$ cat src/hdl/drt_pkg.sv
`default_nettype none

package drt_pkg;

    localparam int DEF_MAX_DIM = 2048;
    localparam int COORD_W     = 12;
    localparam int ADDR_W      = 4;
    localparam int DATA_W      = 32;

    localparam logic [1:0] ACT_DAMAGE = 2'd0;
    localparam logic [1:0] ACT_ALL    = 2'd1;
    localparam logic [1:0] ACT_FLIP   = 2'd2;

    localparam logic [1:0] REG_ENABLE = 2'd0;
    localparam logic [1:0] REG_WIDTH  = 2'd1;
    localparam logic [1:0] REG_HEIGHT = 2'd2;

    localparam logic [COORD_W-1:0] RST_WIDTH  = 12'd2048;
    localparam logic [COORD_W-1:0] RST_HEIGHT = 12'd2048;

    typedef struct packed {
        logic               enable;
        logic [COORD_W-1:0] width;
        logic [COORD_W-1:0] height;
    } t_cfg;

    typedef struct packed {
        logic [1:0]         action;
        logic [COORD_W-1:0] left;
        logic [COORD_W-1:0] top;
        logic [COORD_W-1:0] right;
        logic [COORD_W-1:0] bottom;
    } t_item;

    typedef struct packed {
        logic               copy_valid;
        logic [COORD_W-1:0] box_left;
        logic [COORD_W-1:0] box_top;
        logic [COORD_W-1:0] box_right;
        logic [COORD_W-1:0] box_bottom;
        logic               pending;
    } t_result;

endpackage

`default_nettype wire

$ cat src/hdl/drt_cfg.sv
`default_nettype none

module drt_cfg
    import drt_pkg::*;
(
    input  wire logic              i_clk,
    input  wire logic              i_rst_n,
    input  wire logic              psel,
    input  wire logic              penable,
    input  wire logic              pwrite,
    input  wire logic [ADDR_W-1:0] paddr,
    input  wire logic [DATA_W-1:0] pwdata,
    output logic      [DATA_W-1:0] prdata,
    output logic                   pready,
    output t_cfg                   o_cfg
);

    t_cfg r_cfg;
    t_cfg n_cfg;
    logic w_wr;

    assign pready = 1'b1;
    assign w_wr   = psel & penable & pwrite;

    always_comb begin
        n_cfg = r_cfg;
        if (w_wr) begin
            case (paddr[3:2])
                REG_ENABLE: n_cfg.enable = pwdata[0];
                REG_WIDTH:  n_cfg.width  = pwdata[COORD_W-1:0];
                REG_HEIGHT: n_cfg.height = pwdata[COORD_W-1:0];
                default:    n_cfg = r_cfg;
            endcase
        end
    end

    always_ff @(posedge i_clk) begin
        if (!i_rst_n) begin
            r_cfg.enable <= 1'b0;
            r_cfg.width  <= RST_WIDTH;
            r_cfg.height <= RST_HEIGHT;
        end else begin
            r_cfg <= n_cfg;
        end
    end

    always_comb begin
        case (paddr[3:2])
            REG_ENABLE: prdata = {{(DATA_W-1){1'b0}}, r_cfg.enable};
            REG_WIDTH:  prdata = {{(DATA_W-COORD_W){1'b0}}, r_cfg.width};
            REG_HEIGHT: prdata = {{(DATA_W-COORD_W){1'b0}}, r_cfg.height};
            default:    prdata = '0;
        endcase
    end

    assign o_cfg = r_cfg;

endmodule

`default_nettype wire

$ cat src/hdl/drt_update.sv
`default_nettype none

module drt_update
    import drt_pkg::*;
#(
    parameter int MAX_DIM = DEF_MAX_DIM
)
(
    input  wire logic i_clk,
    input  wire logic i_rst_n,
    input  wire logic i_fire,
    input  t_item     i_item,
    input  t_cfg      i_cfg,
    output t_result   o_result
);

    // One bit wider than a coordinate so that a bound of 4096 still compares.
    localparam logic [COORD_W:0] MaxDim = (COORD_W+1)'(MAX_DIM);

    logic               r_dirty;
    logic [COORD_W-1:0] r_left, r_top, r_right, r_bottom;
    logic               n_dirty;
    logic [COORD_W-1:0] n_left, n_top, n_right, n_bottom;
    logic               w_copy;
    logic [COORD_W-1:0] w_w, w_h, w_x1, w_y1;

    assign w_w = ({1'b0, i_cfg.width} > MaxDim) ? MaxDim[COORD_W-1:0] : i_cfg.width;
    assign w_h = ({1'b0, i_cfg.height} > MaxDim) ? MaxDim[COORD_W-1:0] : i_cfg.height;
    assign w_x1 = (i_item.right > w_w) ? w_w : i_item.right;
    assign w_y1 = (i_item.bottom > w_h) ? w_h : i_item.bottom;

    always_comb begin
        n_dirty  = r_dirty;
        n_left   = r_left;
        n_top    = r_top;
        n_right  = r_right;
        n_bottom = r_bottom;
        w_copy   = 1'b0;
        if (i_cfg.enable) begin
            case (i_item.action)
                ACT_DAMAGE: begin
                    // Drop rectangles that start off-screen or are empty after clipping.
                    if (i_item.left < w_w && i_item.top < w_h &&
                        i_item.left < w_x1 && i_item.top < w_y1) begin
                        n_dirty = 1'b1;
                        if (!r_dirty) begin
                            n_left   = i_item.left;
                            n_top    = i_item.top;
                            n_right  = w_x1;
                            n_bottom = w_y1;
                        end else begin
                            if (i_item.left < r_left) n_left = i_item.left;
                            if (i_item.top < r_top) n_top = i_item.top;
                            if (w_x1 > r_right) n_right = w_x1;
                            if (w_y1 > r_bottom) n_bottom = w_y1;
                        end
                    end
                end
                ACT_ALL: begin
                    n_dirty  = 1'b1;
                    n_left   = '0;
                    n_top    = '0;
                    n_right  = w_w;
                    n_bottom = w_h;
                end
                ACT_FLIP: begin
                    if (r_dirty) begin
                        w_copy  = 1'b1;
                        n_dirty = 1'b0;
                    end
                end
                default: w_copy = 1'b0;
            endcase
        end
    end

    always_ff @(posedge i_clk) begin
        if (!i_rst_n) begin
            r_dirty  <= 1'b0;
            r_left   <= '0;
            r_top    <= '0;
            r_right  <= '0;
            r_bottom <= '0;
        end else if (i_fire) begin
            r_dirty  <= n_dirty;
            r_left   <= n_left;
            r_top    <= n_top;
            r_right  <= n_right;
            r_bottom <= n_bottom;
        end
    end

    assign o_result.copy_valid = w_copy;
    assign o_result.box_left   = n_left;
    assign o_result.box_top    = n_top;
    assign o_result.box_right  = n_right;
    assign o_result.box_bottom = n_bottom;
    assign o_result.pending    = n_dirty;

endmodule

`default_nettype wire

$ cat src/hdl/damage_rect_tracker.sv
// An accepted request is held in the input register, then its result is registered in
// the result register and held there until taken. Throughput: one request per cycle
// unless the output stalls; the box update is a single compare-and-select pass on the
// four region registers between the input and result registers.
// Reset: synchronous, active low; clears the dirty mark, region and valid flags, disables
// the block and sets the screen size to 2048 by 2048.
`default_nettype none

module damage_rect_tracker
    import drt_pkg::*;
#(
    parameter int MAX_DIM = DEF_MAX_DIM
)
(
    input  wire logic               i_clk,
    input  wire logic               i_rst_n,
    input  wire logic               psel,
    input  wire logic               penable,
    input  wire logic               pwrite,
    input  wire logic [ADDR_W-1:0]  paddr,
    input  wire logic [DATA_W-1:0]  pwdata,
    output logic      [DATA_W-1:0]  prdata,
    output logic                    pready,
    input  wire logic               i_in_valid,
    output logic                    o_in_stall,
    input  wire logic [1:0]         i_action,
    input  wire logic [COORD_W-1:0] i_left,
    input  wire logic [COORD_W-1:0] i_top,
    input  wire logic [COORD_W-1:0] i_right,
    input  wire logic [COORD_W-1:0] i_bottom,
    output logic                    o_out_valid,
    input  wire logic               i_out_stall,
    output logic                    o_copy_valid,
    output logic      [COORD_W-1:0] o_box_left,
    output logic      [COORD_W-1:0] o_box_top,
    output logic      [COORD_W-1:0] o_box_right,
    output logic      [COORD_W-1:0] o_box_bottom,
    output logic                    o_pending
);

    t_cfg    w_cfg;
    t_item   r_item;
    t_result w_result;
    t_result r_result;
    logic    r_in_valid;
    logic    r_out_valid;
    logic    w_advance;
    logic    w_fire;
    logic    w_accept;

    drt_cfg u_cfg (
        .i_clk   (i_clk),
        .i_rst_n (i_rst_n),
        .psel    (psel),
        .penable (penable),
        .pwrite  (pwrite),
        .paddr   (paddr),
        .pwdata  (pwdata),
        .prdata  (prdata),
        .pready  (pready),
        .o_cfg   (w_cfg)
    );

    // The staged request moves on whenever the result register is free or being taken.
    assign w_advance  = !r_out_valid || !i_out_stall;
    assign w_fire     = r_in_valid && w_advance;
    assign o_in_stall = r_in_valid && !w_advance;
    assign w_accept   = i_in_valid && !o_in_stall;

    drt_update #(
        .MAX_DIM (MAX_DIM)
    ) u_update (
        .i_clk    (i_clk),
        .i_rst_n  (i_rst_n),
        .i_fire   (w_fire),
        .i_item   (r_item),
        .i_cfg    (w_cfg),
        .o_result (w_result)
    );

    always_ff @(posedge i_clk) begin
        if (!i_rst_n) begin
            r_in_valid  <= 1'b0;
            r_out_valid <= 1'b0;
        end else begin
            if (w_accept) begin
                r_in_valid <= 1'b1;
            end else if (w_fire) begin
                r_in_valid <= 1'b0;
            end
            if (w_fire) begin
                r_out_valid <= 1'b1;
            end else if (!i_out_stall) begin
                r_out_valid <= 1'b0;
            end
        end
    end

    always_ff @(posedge i_clk) begin
        if (w_accept) begin
            r_item.action <= i_action;
            r_item.left   <= i_left;
            r_item.top    <= i_top;
            r_item.right  <= i_right;
            r_item.bottom <= i_bottom;
        end
        if (w_fire) begin
            r_result <= w_result;
        end
    end

    assign o_out_valid  = r_out_valid;
    assign o_copy_valid = r_result.copy_valid;
    assign o_box_left   = r_result.box_left;
    assign o_box_top    = r_result.box_top;
    assign o_box_right  = r_result.box_right;
    assign o_box_bottom = r_result.box_bottom;
    assign o_pending    = r_result.pending;

endmodule

`default_nettype wire

$ cat config.mk
export PLATFORM = sky130hd
export DESIGN_NAME = damage_rect_tracker
export DESIGN_NICKNAME = d
export VERILOG_FILES = /design/src/hdl/drt_pkg.sv /design/src/hdl/drt_cfg.sv /design/src/hdl/drt_update.sv /design/src/hdl/damage_rect_tracker.sv
export SDC_FILE = /design/constraint.sdc
export NUM_CORES = 1
export LEC_CHECK = 0
export BUFFER_PORTS_ARGS = -buffer_cell sky130_fd_sc_hd__buf_2
export CAP_MARGIN = 0
export CORE_AREA = 2 2 173 208
export DETAILED_ROUTE_END_ITERATION = 10
export DIE_AREA = 0 0 175 210
export HOLD_SLACK_MARGIN = 0.08
export MAX_ROUTING_LAYER = met4
export PLACE_DENSITY = 0.56
export SYNTH_ARGS = -nofsm -noshare
export SYNTH_HDL_FRONTEND = slang
export SYNTH_SLANG_ARGS = --single-unit
export TNS_END_PERCENT = 1
$ cat constraint.sdc
create_clock -name i_clk -period 5.55 [get_ports i_clk]
set_input_delay 0.2775 -clock i_clk [delete_from_list [all_inputs] [get_ports i_clk]]
set_output_delay 0.2775 -clock i_clk [all_outputs]
set_load 0.02 [all_outputs]
==> reports/qor.csv, run 1 <==
metric,value,unit
clk_latency,460,ps
fin_skew,15.63,ps
dpl.cell_count,1824,
pwr-share-seq,0.459,
drtIter0Drc,627,
route.vias.total,9982,
p_clk_frac,0.372,
synth.distinct_cells,65,
hp-class,primary input to flop,
worst_ep_arrival_time,5620,ps
fmax,188.9,MHz
path_cells,inv_2 > nand2_1 > ha_1 > nor2b_1 > o211ai_1 > a21oi_1 > a2111o_1 > and2_4 > buf_4 > mux2i_2 > inv_1 > ha_1 > a21o_1 > a21o_1 > a221oi_2 > buf_4 > o32ai_1 > a2111oi_4 > o221ai_4 > nor2_2 > o21ai_1 > a221oi_2 > buf_4,
r2r_start,u_cfg.o_cfg[23],
cts_tree,built,
tightest_slew,948.9,ps
grt.busiest_layer,met2,
drv_cap,0,
postSynthCellCount,1170,
htreeDepth,4,
worst_setup_path_start_kind,flop,
grt_use_met1,0.2382,
nets,1652,
grt_max_degree,89,
dp_hpwl,25510,um
avgViaCountPerCell,5.196,
seq_area_frac_synth,0.4118,
critPathMostFrequentCell,buf_4,
synth-seq-cells,176,
placementRows,75,
drt_pass1_iterations,5,
fin_tns_setup,0,ps
grt_util_all_layers,0.1987,
drc,0,
die-area,0.03675,sq mm
cp_max_fo,8,
p_leak,0.005509,uW
avgSynthCellArea,9.391,sq um
fp.dieW,175,um
slew-limit-headroom,0.3652,
powerDensity,224.3,mW/mm^2
place_congestion,0.9642,
whs,258.6,ps
port_buffers,134,
maxSlewViolCount,0,
fin_crit,5293,ps
final_hold_viol_count,0,
worstPathRequired,5880,ps
synth_area,0.01099,sq mm
antenna_found_initial,1,
status,completed,
clk_pin_slew,80,ps
final_cell_count_no_fill,1921,
cp-startpoint,u_cfg.o_cfg[23],
postLayoutCoreUtil,0.4088,
ir_drop,0.1912,mV
async_flop_share,0,
ios,178,
clock_path_buffers,2,
grt.met2_usage,0.3247,
grt_pass1_wl,54350,um
setup_viol,0,
grt_pass1_vias,9955,
synth_flop_cell,edfxtp_1,
cts_setup_buffers,0,
yosysWarnings,0,
sw_frac_of_total,0.2837,
layout-drive-gt1-share,0.2401,
slowest_stage,a221oi_2,
finalWirelength,35200,um
die_h,210,um
cts_buffers,17,
start_util,0.3156,
ant_nets,0,
synth_edf_count,100,
internal_power,2287,uW
power_frac_comb,0.169,
clock-sinks,176,
grt.overflow.total,0,
avgRoutedWirePerCell,18.32,um
hold_start,paddr[3],
syn2layout_area_growth,29.54,%
power_switching,906.0,uW
finalCritPeriodShare,0.9538,
final_area,0.01423,sq mm
use_met3,0.03499,
criticalPathCategory,flop to flop,
cp-end-kind,flop,
slowest_delay,460,ps
place_area,0.01288,sq mm
core,0.03481,sq mm
root_buffer,clkbuf_16,
==> cells in the final DEF (no fill, tap or decap), types with 18 or more instances in the layout <==
| master | count |
|---|---|
| dfxtp_1 | 74 |
| nand2_1 | 154 |
| nand4_1 | 18 |
| a21oi_1 | 57 |
| nor2_1 | 39 |
| dlygate4sd3_1 | 64 |
| nand3_1 | 84 |
| o21ai_0 | 33 |
| ha_1 | 113 |
| a21boi_0 | 23 |
| o221ai_1 | 24 |
| inv_1 | 95 |
| o211ai_1 | 25 |
| buf_2 | 134 |
| conb_1 | 21 |
| edfxtp_1 | 100 |
| buf_4 | 118 |
| a31oi_1 | 18 |
==> logic make-up (layout without fill, tap and decap cells) <==
group                      count (synthesis)  after routing  synth area share
and+or+nand+nor                          363            363            0.1530
buffers and inverters                    180            449           0.07151
muxes                                     28             28           0.02665
AOI/OAI and AO/OA                        307            307            0.2066
other                                      2             22         0.0006835
adders and majority gates                114            114            0.1298
DFF                                      176            176            0.4118
==> final timing paths <==
| path | to | slack [ps] | cells past startpoint |
|---|---|---|---|
| worst max-delay path | o_box_bottom[5] | 260 | 23 |
| worst min-delay path | u_cfg.o_cfg[24] | 260 | 4 |
| worst max register to register | o_box_bottom[5] | 260 | 23 |
| worst min register to register | u_cfg.o_cfg[10] | 490 | 2 |
==> metal layers <==
| metal | vias to the layer above | wire length [um] |
|---|---|---|
| met5 | - | 0 |
| met4 | 0 | 1314 |
| met3 | 64 | 1728 |
| met2 | 295 | 16870 |
| met1 | 4788 | 15280 |
| li1 | 4835 | - |
==> cells in the mapped netlist, drive strengths merged, types with 6 or more instances <==
| cell | number | area (sq um) |
|---|---|---|
| a211oi | 7 | 52.55 |
| a21boi | 23 | 172.7 |
| a21o | 14 | 105.1 |
| a21oi | 59 | 302.8 |
| a22o | 11 | 96.34 |
| a2bb2oi | 11 | 96.34 |
| a31oi | 19 | 118.9 |
| buf | 34 | 234.0 |
| clkbuf | 49 | 187.7 |
| dfxtp | 76 | 1521 |
| edfxtp | 100 | 3003 |
| ha | 114 | 1426 |
| inv | 97 | 364.1 |
| mux2 | 10 | 112.6 |
| mux2i | 18 | 180.2 |
| nand2 | 156 | 585.6 |
| nand3 | 84 | 420.4 |
| nand4 | 18 | 112.6 |
| nor2 | 41 | 156.4 |
| nor2b | 26 | 162.7 |
| nor3 | 11 | 55.05 |
| o211ai | 33 | 287.8 |
| o21a | 11 | 82.58 |
| o21ai | 36 | 180.2 |
| o221ai | 25 | 225.2 |
| o311ai | 6 | 52.55 |
| o31ai | 12 | 90.09 |
==> per-stage QoR <==
step | worst slack (ps) | total power [uW]
floorplan | 11.97 | 1773
global placement | -0.5769 | 1977
detailed placement | -82.77 | 1983
CTS | 5.672 | 3217
global route | -20.14 | 3330
finish | 256.5 | 3193
==> critical path, delay by kind of cell (launching register included) <==
family / cells / cell delay (ps)
AOI/OAI and AO/OA: 11 / 2650
buffers and inverters: 5 / 690
and+or+nand+nor: 4 / 640
adders and majority gates: 2 / 590
DFF: 1 / 370
muxes: 1 / 220
==> flip-flops by register name, indices dropped and copies added, names as in the netlist <==
register	count
r_in_valid	1
u_update.r_bottom	12
u_update.r_left	12
u_update.r_right	12
o_out_valid	1
o_box_left	12
o_box_right	12
o_box_bottom	12
u_cfg.o_cfg	25
o_copy_valid	1
o_pending	1
r_item	50
u_update.r_top	12
u_update.r_dirty	1
o_box_top	12
==> power groups by stage <==
stage / Combinational (uW) / Clock (uW) / Sequential (uW)
3_5_place_dp: 490 / 0 / 1490
4_1_cts: 527 / 1230 / 1460
2_1_floorplan: 283 / 0 / 1490
5_1_grt: 593 / 1270 / 1470
6_report: 539 / 1190 / 1460
3_3_place_gp: 483 / 0 / 1490
==> area by class of cell <==
| cell class | instances | area, sq um |
|---|---|---|
| Inverter | 97 | 364.1 |
| Antenna cell | 1 | 2.502 |
| Multi-Input combinational cell | 833 | 5918 |
| Tap cell | 462 | 578.1 |
| Sequential cell | 176 | 4529 |
| Clock inverter | 13 | 131.4 |
| Timing Repair Buffer | 320 | 2277 |
| Fill cell | 3435 | 20580 |
| Clock buffer | 19 | 432.9 |
==> repair_timing <==
item,CTS,global route
pin swaps,0,5
hold buffers,64,0
endpoints found under the setup margin,7,94
resized for setup,3,37
hold endpoints to repair,71,0
(Power assumes the default switching activity.)
==> inputs of run 2 (changes only) <==
--- a/config.mk
+++ b/config.mk
@@ -12,7 +12,7 @@
 export DIE_AREA = 0 0 175 210
 export HOLD_SLACK_MARGIN = 0.08
 export MAX_ROUTING_LAYER = met4
-export PLACE_DENSITY = 0.56
+export PLACE_DENSITY = 0.54
 export SYNTH_ARGS = -nofsm -noshare
 export SYNTH_HDL_FRONTEND = slang
 export SYNTH_SLANG_ARGS = --single-unit
==> constraint.sdc (replaced) <==
create_clock -name i_clk -period 5.4 [get_ports i_clk]
set_input_delay 0.27 -clock i_clk [delete_from_list [all_inputs] [get_ports i_clk]]
set_output_delay 0.27 -clock i_clk [all_outputs]
set_load 0.02 [all_outputs]
==> reports/qor.csv, run 2 (synthesis gave the netlist of run 1 again) <==
metric,value,unit,change
status,completed,,
port_buffers,134,,unchanged
power_switching,980.3,uW,+8.2%
drc,0,,unchanged
ir_drop,0.1691,mV,-12%
hp-class,primary input to flop,,
route.vias.total,10090,,+1.1%
final_cell_count_no_fill,1956,,+1.8%
avgRoutedWirePerCell,18.56,um,+1.3%
finalWirelength,36290,um,+3.1%
worst_setup_path_start_kind,flop,,
sw_frac_of_total,0.2877,,+0.003965
antenna_found_initial,0,,-1
largest_reg_flops,50,,unchanged
grt_pass1_vias,9762,,-1.9%
fin_skew,13.83,ps,-1.803 ps
ff_latch_area,0.004534,sq mm,+0.11%
fmax,190.0,MHz,+0.55%
pwr-share-seq,0.443,,-0.016
internal_power,2427,uW,+6.1%
r2r_start,u_cfg.o_cfg[11],,
syn2layout_area_growth,36.06,%,
rr_endpoint,o_box_right[8],,
fp.dieW,175,um,unchanged
slew-limit-headroom,0.3695,,+0.004283
rr_worst_depth,23,,unchanged
fin_crit,5264,ps,-29.13 ps
final_area,0.01495,sq mm,+5.0%
avgViaCountPerCell,5.157,,-0.75%
grt_max_degree,89,,unchanged
die-area,0.03675,sq mm,unchanged
cts_tree,built,,
whs,101.0,ps,-157.5 ps
clk_latency,470,ps,about the same
worst_slack,135.7,ps,-120.9 ps
placementRows,75,,unchanged
regMostFlops,r_item,,
final_hold_viol_count,0,,unchanged
antennaDiodeCount,0,,-1
dpl.cell_count,1843,,+1.0%
start_util,0.3156,,unchanged
holdPathEnd,u_cfg.o_cfg[13],,
grt_util_all_layers,0.1984,,-0.0003813
tightest_slew,945.8,ps,-3.065 ps
maxSlewViolCount,0,,unchanged
drt_pass1_iterations,5,,unchanged
p_leak,0.005783,uW,+5.0%
clk_pin_slew,70,ps,about the same
ant_nets,0,,unchanged
cp-end-kind,flop,,
die_h,210,um,unchanged
ios,178,,unchanged
clock_path_buffers,2,,unchanged
power_frac_comb,0.174,,+0.005
place_congestion,0.9213,,-4.4%
criticalPathCategory,flop to flop,,
fillers,3359,,-2.2%
finalPower,3407,uW,+6.7%
finalCritPeriodShare,0.9749,,+0.02110
drtIter0Drc,587,,-6.4%
worst_ep_arrival_time,5410,ps,-210 ps
clock-sinks,176,,unchanged
pre_cts_ws,-350.2,ps,-267.4 ps
layout-drive-gt1-share,0.2925,,+0.05245
setup_viol,0,,unchanged
reg2reg_slack,140,ps,-120 ps
root_buffer,clkbuf_16,,
cp_max_fo,7,,-1
p_clk_frac,0.383,,+0.011
nets,1688,,+2.2%
final_common_cell,nand2_1,,
place_area,0.01302,sq mm,+1.1%
hold_start,pwdata[1],,
mostFrequentLayoutCells,"nand2_1 (148), buf_4 (147), buf_2 (134)",,
grt_pass1_wl,53760,um,-1.1%
core,0.03481,sq mm,unchanged
grt.overflow.total,0,,unchanged
cts_buffers,17,,unchanged
dp_hpwl,25810,um,+1.2%
powerDensity,227.9,mW/mm^2,+1.6%
worstPathRequired,5550,ps,-330 ps
htreeDepth,4,,unchanged
drv_cap,0,,unchanged
multiInputGateArea,0.006261,sq mm,+5.8%
whs_path_depth,3,,-1
==> run 2: cell types whose count changed in the layout (fill, tap and decap cells not counted), moves of 6 or more <==
| cell | before | now |
|---|---|---|
| buf_4 | 118 | 147 |
| nand2_1 | 154 | 148 |
| ha_4 | 1 | 15 |
| nor2b_1 | 17 | 9 |
| inv_2 | 2 | 10 |
| ha_1 | 113 | 99 |
| inv_1 | 95 | 86 |
| nor2b_4 | 3 | 10 |
==> run 2: metrics by stage <==
| stage | utilization | TNS (ps) |
|---|---|---|
| 6_report | 0.4294 | 0 |
| 5_1_grt | 0.4294 | -582.7 |
| 4_1_cts | 0.4117 | 0 |
| 3_5_place_dp | 0.3740 | -10560 |
| 3_3_place_gp | 0.3740 | -4005 |
| 2_1_floorplan | - | 0 |
==> run 2: area by class of cell <==
| cell class | instances | area share |
|---|---|---|
| Clock inverter | 15 | 0.01180 |
| Inverter | 97 | 0.02469 |
| Multi-Input combinational cell | 833 | 0.4188 |
| Timing Repair Buffer | 356 | 0.1743 |
| Clock buffer | 17 | 0.02845 |
| Tap cell | 462 | 0.03866 |
| Sequential cell | 176 | 0.3033 |
==> run 2: power groups by stage <==
| stage | Combinational [uW] | Sequential [uW] | Clock (uW) |
|---|---|---|---|
| detailed placement | 499 | 1530 | 0 |
| floorplan | 292 | 1530 | 0 |
| global route | 648 | 1510 | 1390 |
| finish | 594 | 1510 | 1310 |
| global placement | 491 | 1540 | 0 |
| CTS | 548 | 1500 | 1340 |
==> run 2: how the worst max path moves through the flow <==
stage	slack [ps]	depth (start not counted)	startpoint	endpoint
5_1_grt	-90	24	u_cfg.o_cfg[11]	o_box_top[0]
2_1_floorplan	20	23	u_cfg.o_cfg[23]	o_box_bottom[0]
3_3_place_gp	-330	21	u_cfg.o_cfg[23]	o_box_bottom[7]
6_report	140	23	u_cfg.o_cfg[11]	o_box_right[8]
4_1_cts	3	22	u_cfg.o_cfg[16]	o_box_bottom[7]
3_5_place_dp	-350	21	u_cfg.o_cfg[23]	o_box_bottom[9]
==> run 2: repair_timing <==
| item | 4_1_cts | 5_1_grt |
|---|---|---|
| pin swaps | 1 | 17 |
| setup endpoints to repair | 87 | 82 |
| gates cloned | 0 | 2 |
| hold buffers | 63 | 0 |
| resized for setup | 23 | 94 |
| endpoints found under the hold margin | 74 | 0 |
| setup buffers | 2 | 14 |
==> run 2: worst max-delay path, stage by stage (launching register included) <==
cell and delay, ps:
dfxtp_4 390, buf_8 150, nor2b_4 130, inv_2 50, ha_1 260, nand4_1 210, a211o_1 310, and3_4 170
nor2_4 100, buf_6 130, buf_6 130, buf_6 110, mux2_2 340, inv_1 110, ha_4 210, a21oi_1 120
nand2_1 120, a211o_1 350, a2111oi_4 410, o221a_2 300, nand3_1 130, buf_4 200, o31ai_1 320, a2bb2oi_1 200
==> run 2: per-layer routing <==
metal | wire length (um) | GRT usage
met1 | 16160 | 0.2425
met2 | 17730 | 0.3286
met3 | 1366 | 0.02922
met4 | 1040 | 0.08161
met5 | 0 | -
==> inputs of run 3 (changes only) <==
--- a/config.mk
+++ b/config.mk
@@ -7,9 +7,9 @@
 export LEC_CHECK = 0
 export BUFFER_PORTS_ARGS = -buffer_cell sky130_fd_sc_hd__buf_2
 export CAP_MARGIN = 0
-export CORE_AREA = 2 2 173 208
+export CORE_AREA = 2 2 243 149
 export DETAILED_ROUTE_END_ITERATION = 10
-export DIE_AREA = 0 0 175 210
+export DIE_AREA = 0 0 245 151
 export HOLD_SLACK_MARGIN = 0.08
 export MAX_ROUTING_LAYER = met4
 export PLACE_DENSITY = 0.54
==> reports/qor.csv, run 3 (synthesis gave the netlist of run 1 again) <==
metric,value,unit,change
mostFrequentLayoutCells,"buf_4 (154), nand2_1 (152), buf_2 (134)",,
setup_viol,0,,unchanged
drc,0,,unchanged
tightest_slew,1178,ps,+231.9 ps
fmax,187.8,MHz,-1.1%
clock_path_buffers,2,,unchanged
cp-end-kind,flop,,
core,0.03468,sq mm,-0.38%
slowest_delay,490,ps,+80 ps
worst_ep_arrival_time,5600,ps,+190 ps
largest_reg_flops,50,,unchanged
cts_buffers,17,,unchanged
root_buffer,clkbuf_16,,
worst_slack,74.56,ps,-61.10 ps
fin_crit,5325,ps,+61.10 ps
layout-drive-gt1-share,0.3041,,+0.01161
syn2layout_area_growth,37.92,%,
ios,178,,unchanged
status,completed,,
dp_hpwl,27550,um,+6.7%
worstPathRequired,5680,ps,+130 ps
port_buffers,134,,unchanged
antenna_found_initial,0,,unchanged
grt_util_all_layers,0.2096,,+0.01123
maxSlewViolCount,0,,unchanged
pre_cts_ws,-332.4,ps,+17.79 ps
cts_tree,built,,
die-area,0.03700,sq mm,+0.67%
htreeDepth,4,,unchanged
slew-limit-headroom,0.2133,,-0.1562
slowest_stage,or4_1,,
start_util,0.3168,,+0.001207
p_leak,0.005879,uW,+1.7%
route.vias.total,10200,,+1.1%
clock-sinks,176,,unchanged
hp-class,primary input to flop,,
finalCritPeriodShare,0.9862,,+0.01132
avgViaCountPerCell,5.170,,+0.25%
final_area,0.01515,sq mm,+1.4%
placementRows,53,,-29%
ant_nets,0,,unchanged
nets,1700,,+0.71%
fp.dieW,245,um,+40%
fin_skew,11.80,ps,-2.031 ps
place_area,0.01319,sq mm,+1.3%
rsz0062_at_grt,true,,
final_hold_viol_count,0,,unchanged
place_congestion,0.9057,,-1.7%
cp_max_fo,5,,-2
drt_pass1_iterations,5,,unchanged
clk_latency,460,ps,about the same
criticalPathCategory,flop to flop,,
grt.overflow.total,0,,unchanged
drtIter0Drc,799,,+36%
drv_cap,0,,unchanged
finalWirelength,37820,um,+4.2%
final_common_cell,buf_4,,
postLayoutCoreUtil,0.4370,,+0.007523
ir_drop,0.2324,mV,+37%
antennaDiodeCount,0,,unchanged
regMostFlops,r_item,,
finalPower,3473,uW,+1.9%
die_h,151,um,-28%
avgRoutedWirePerCell,19.17,um,+3.3%
powerDensity,229.2,mW/mm^2,+0.57%
grt_pass1_wl,56590,um,+5.3%
grt_pass1_vias,9525,,-2.4%
clk_pin_slew,70,ps,about the same
grt_max_degree,89,,unchanged
worst_setup_path_start_kind,flop,,
run 3: cell types whose count changed in the layout (fill, tap and decap cells not counted), sizes merged:
cell	previous run	this run
buf	291	306
dlygate4sd3	63	60
inv	104	102
bufinv	2	3
clkbuf	19	20
clkinv	5	6
clkinvlp	1	0
run 3: worst paths after layout:
| path | startpoint | endpoint | slack (ps) | cells after the start |
|---|---|---|---|---|
| worst max-delay path | u_cfg.o_cfg[11] | o_box_bottom[4] | 70 | 25 |
| worst max register to register | u_cfg.o_cfg[11] | o_box_bottom[4] | 70 | 25 |
| worst min register to register | u_cfg.o_cfg[2] | u_cfg.o_cfg[2] | 500 | 2 |
| worst min-delay path | pwdata[5] | u_cfg.o_cfg[5] | 100 | 3 |
run 3: report_power, final:
group	leakage [uW]	switching [uW]	total, uW	internal, uW
Clock	0.000307	588	1340	749
Sequential	0.00158	48.6	1510	1460
Combinational	0.00399	341	629	288
Total	0.00588	977	3470	2500
run 3: repair_timing:
action / 4_1_cts / 5_1_grt
pin swaps: 1 / 22
endpoints found under the hold margin: 65 / 0
hold buffers: 60 / 0
gates resized for setup: 28 / 108
setup endpoints to repair: 89 / 97
cloned: 0 / 2
setup buffers: 2 / 10
run 3: worst max-delay path, delay by kind of cell (launching register included):
family,cells,cell delay (ps)
multiplexers,1,320
buffers and inverters,7,900
adder cells (fa/ha/maj),2,510
AO/OA/AOI/OAI,8,1830
flip-flops,1,370
AND/OR/NAND/NOR,7,1230
run 3: cell type report:
cell class / count / area, sq um
fill: 3351 / 19530
tap: 467 / 584.3
clock inverter: 14 / 177.7
timing repair buffer: 368 / 2754
inverter: 97 / 366.6
clock buffer: 18 / 439.2
sequential: 176 / 4534
multi-input combinational: 833 / 6299
run 3: routing by layer:
layer | global-route usage | vias up | share of wire
met5 | - | - | 0
met1 | 0.3152 | 4930 | 0.51
met3 | 0.03774 | 22 | 0.063
met2 | 0.2871 | 306 | 0.41
li1 | - | 4943 | -
met4 | 0.04695 | 0 | 0.011
run 3: per-stage QoR:
| step | hold WS, ps | instances | TNS (ps) |
|---|---|---|---|
| after floorplan | 368.9 | 1189 | 0 |
| after global placement | 447.9 | 1867 | -5299 |
| after detailed placement | 448.1 | 1867 | -14550 |
| after CTS | 80.08 | 1961 | 0 |
| after global routing | 92.91 | 1973 | -4828 |
| final | 102.8 | 1973 | 0 |
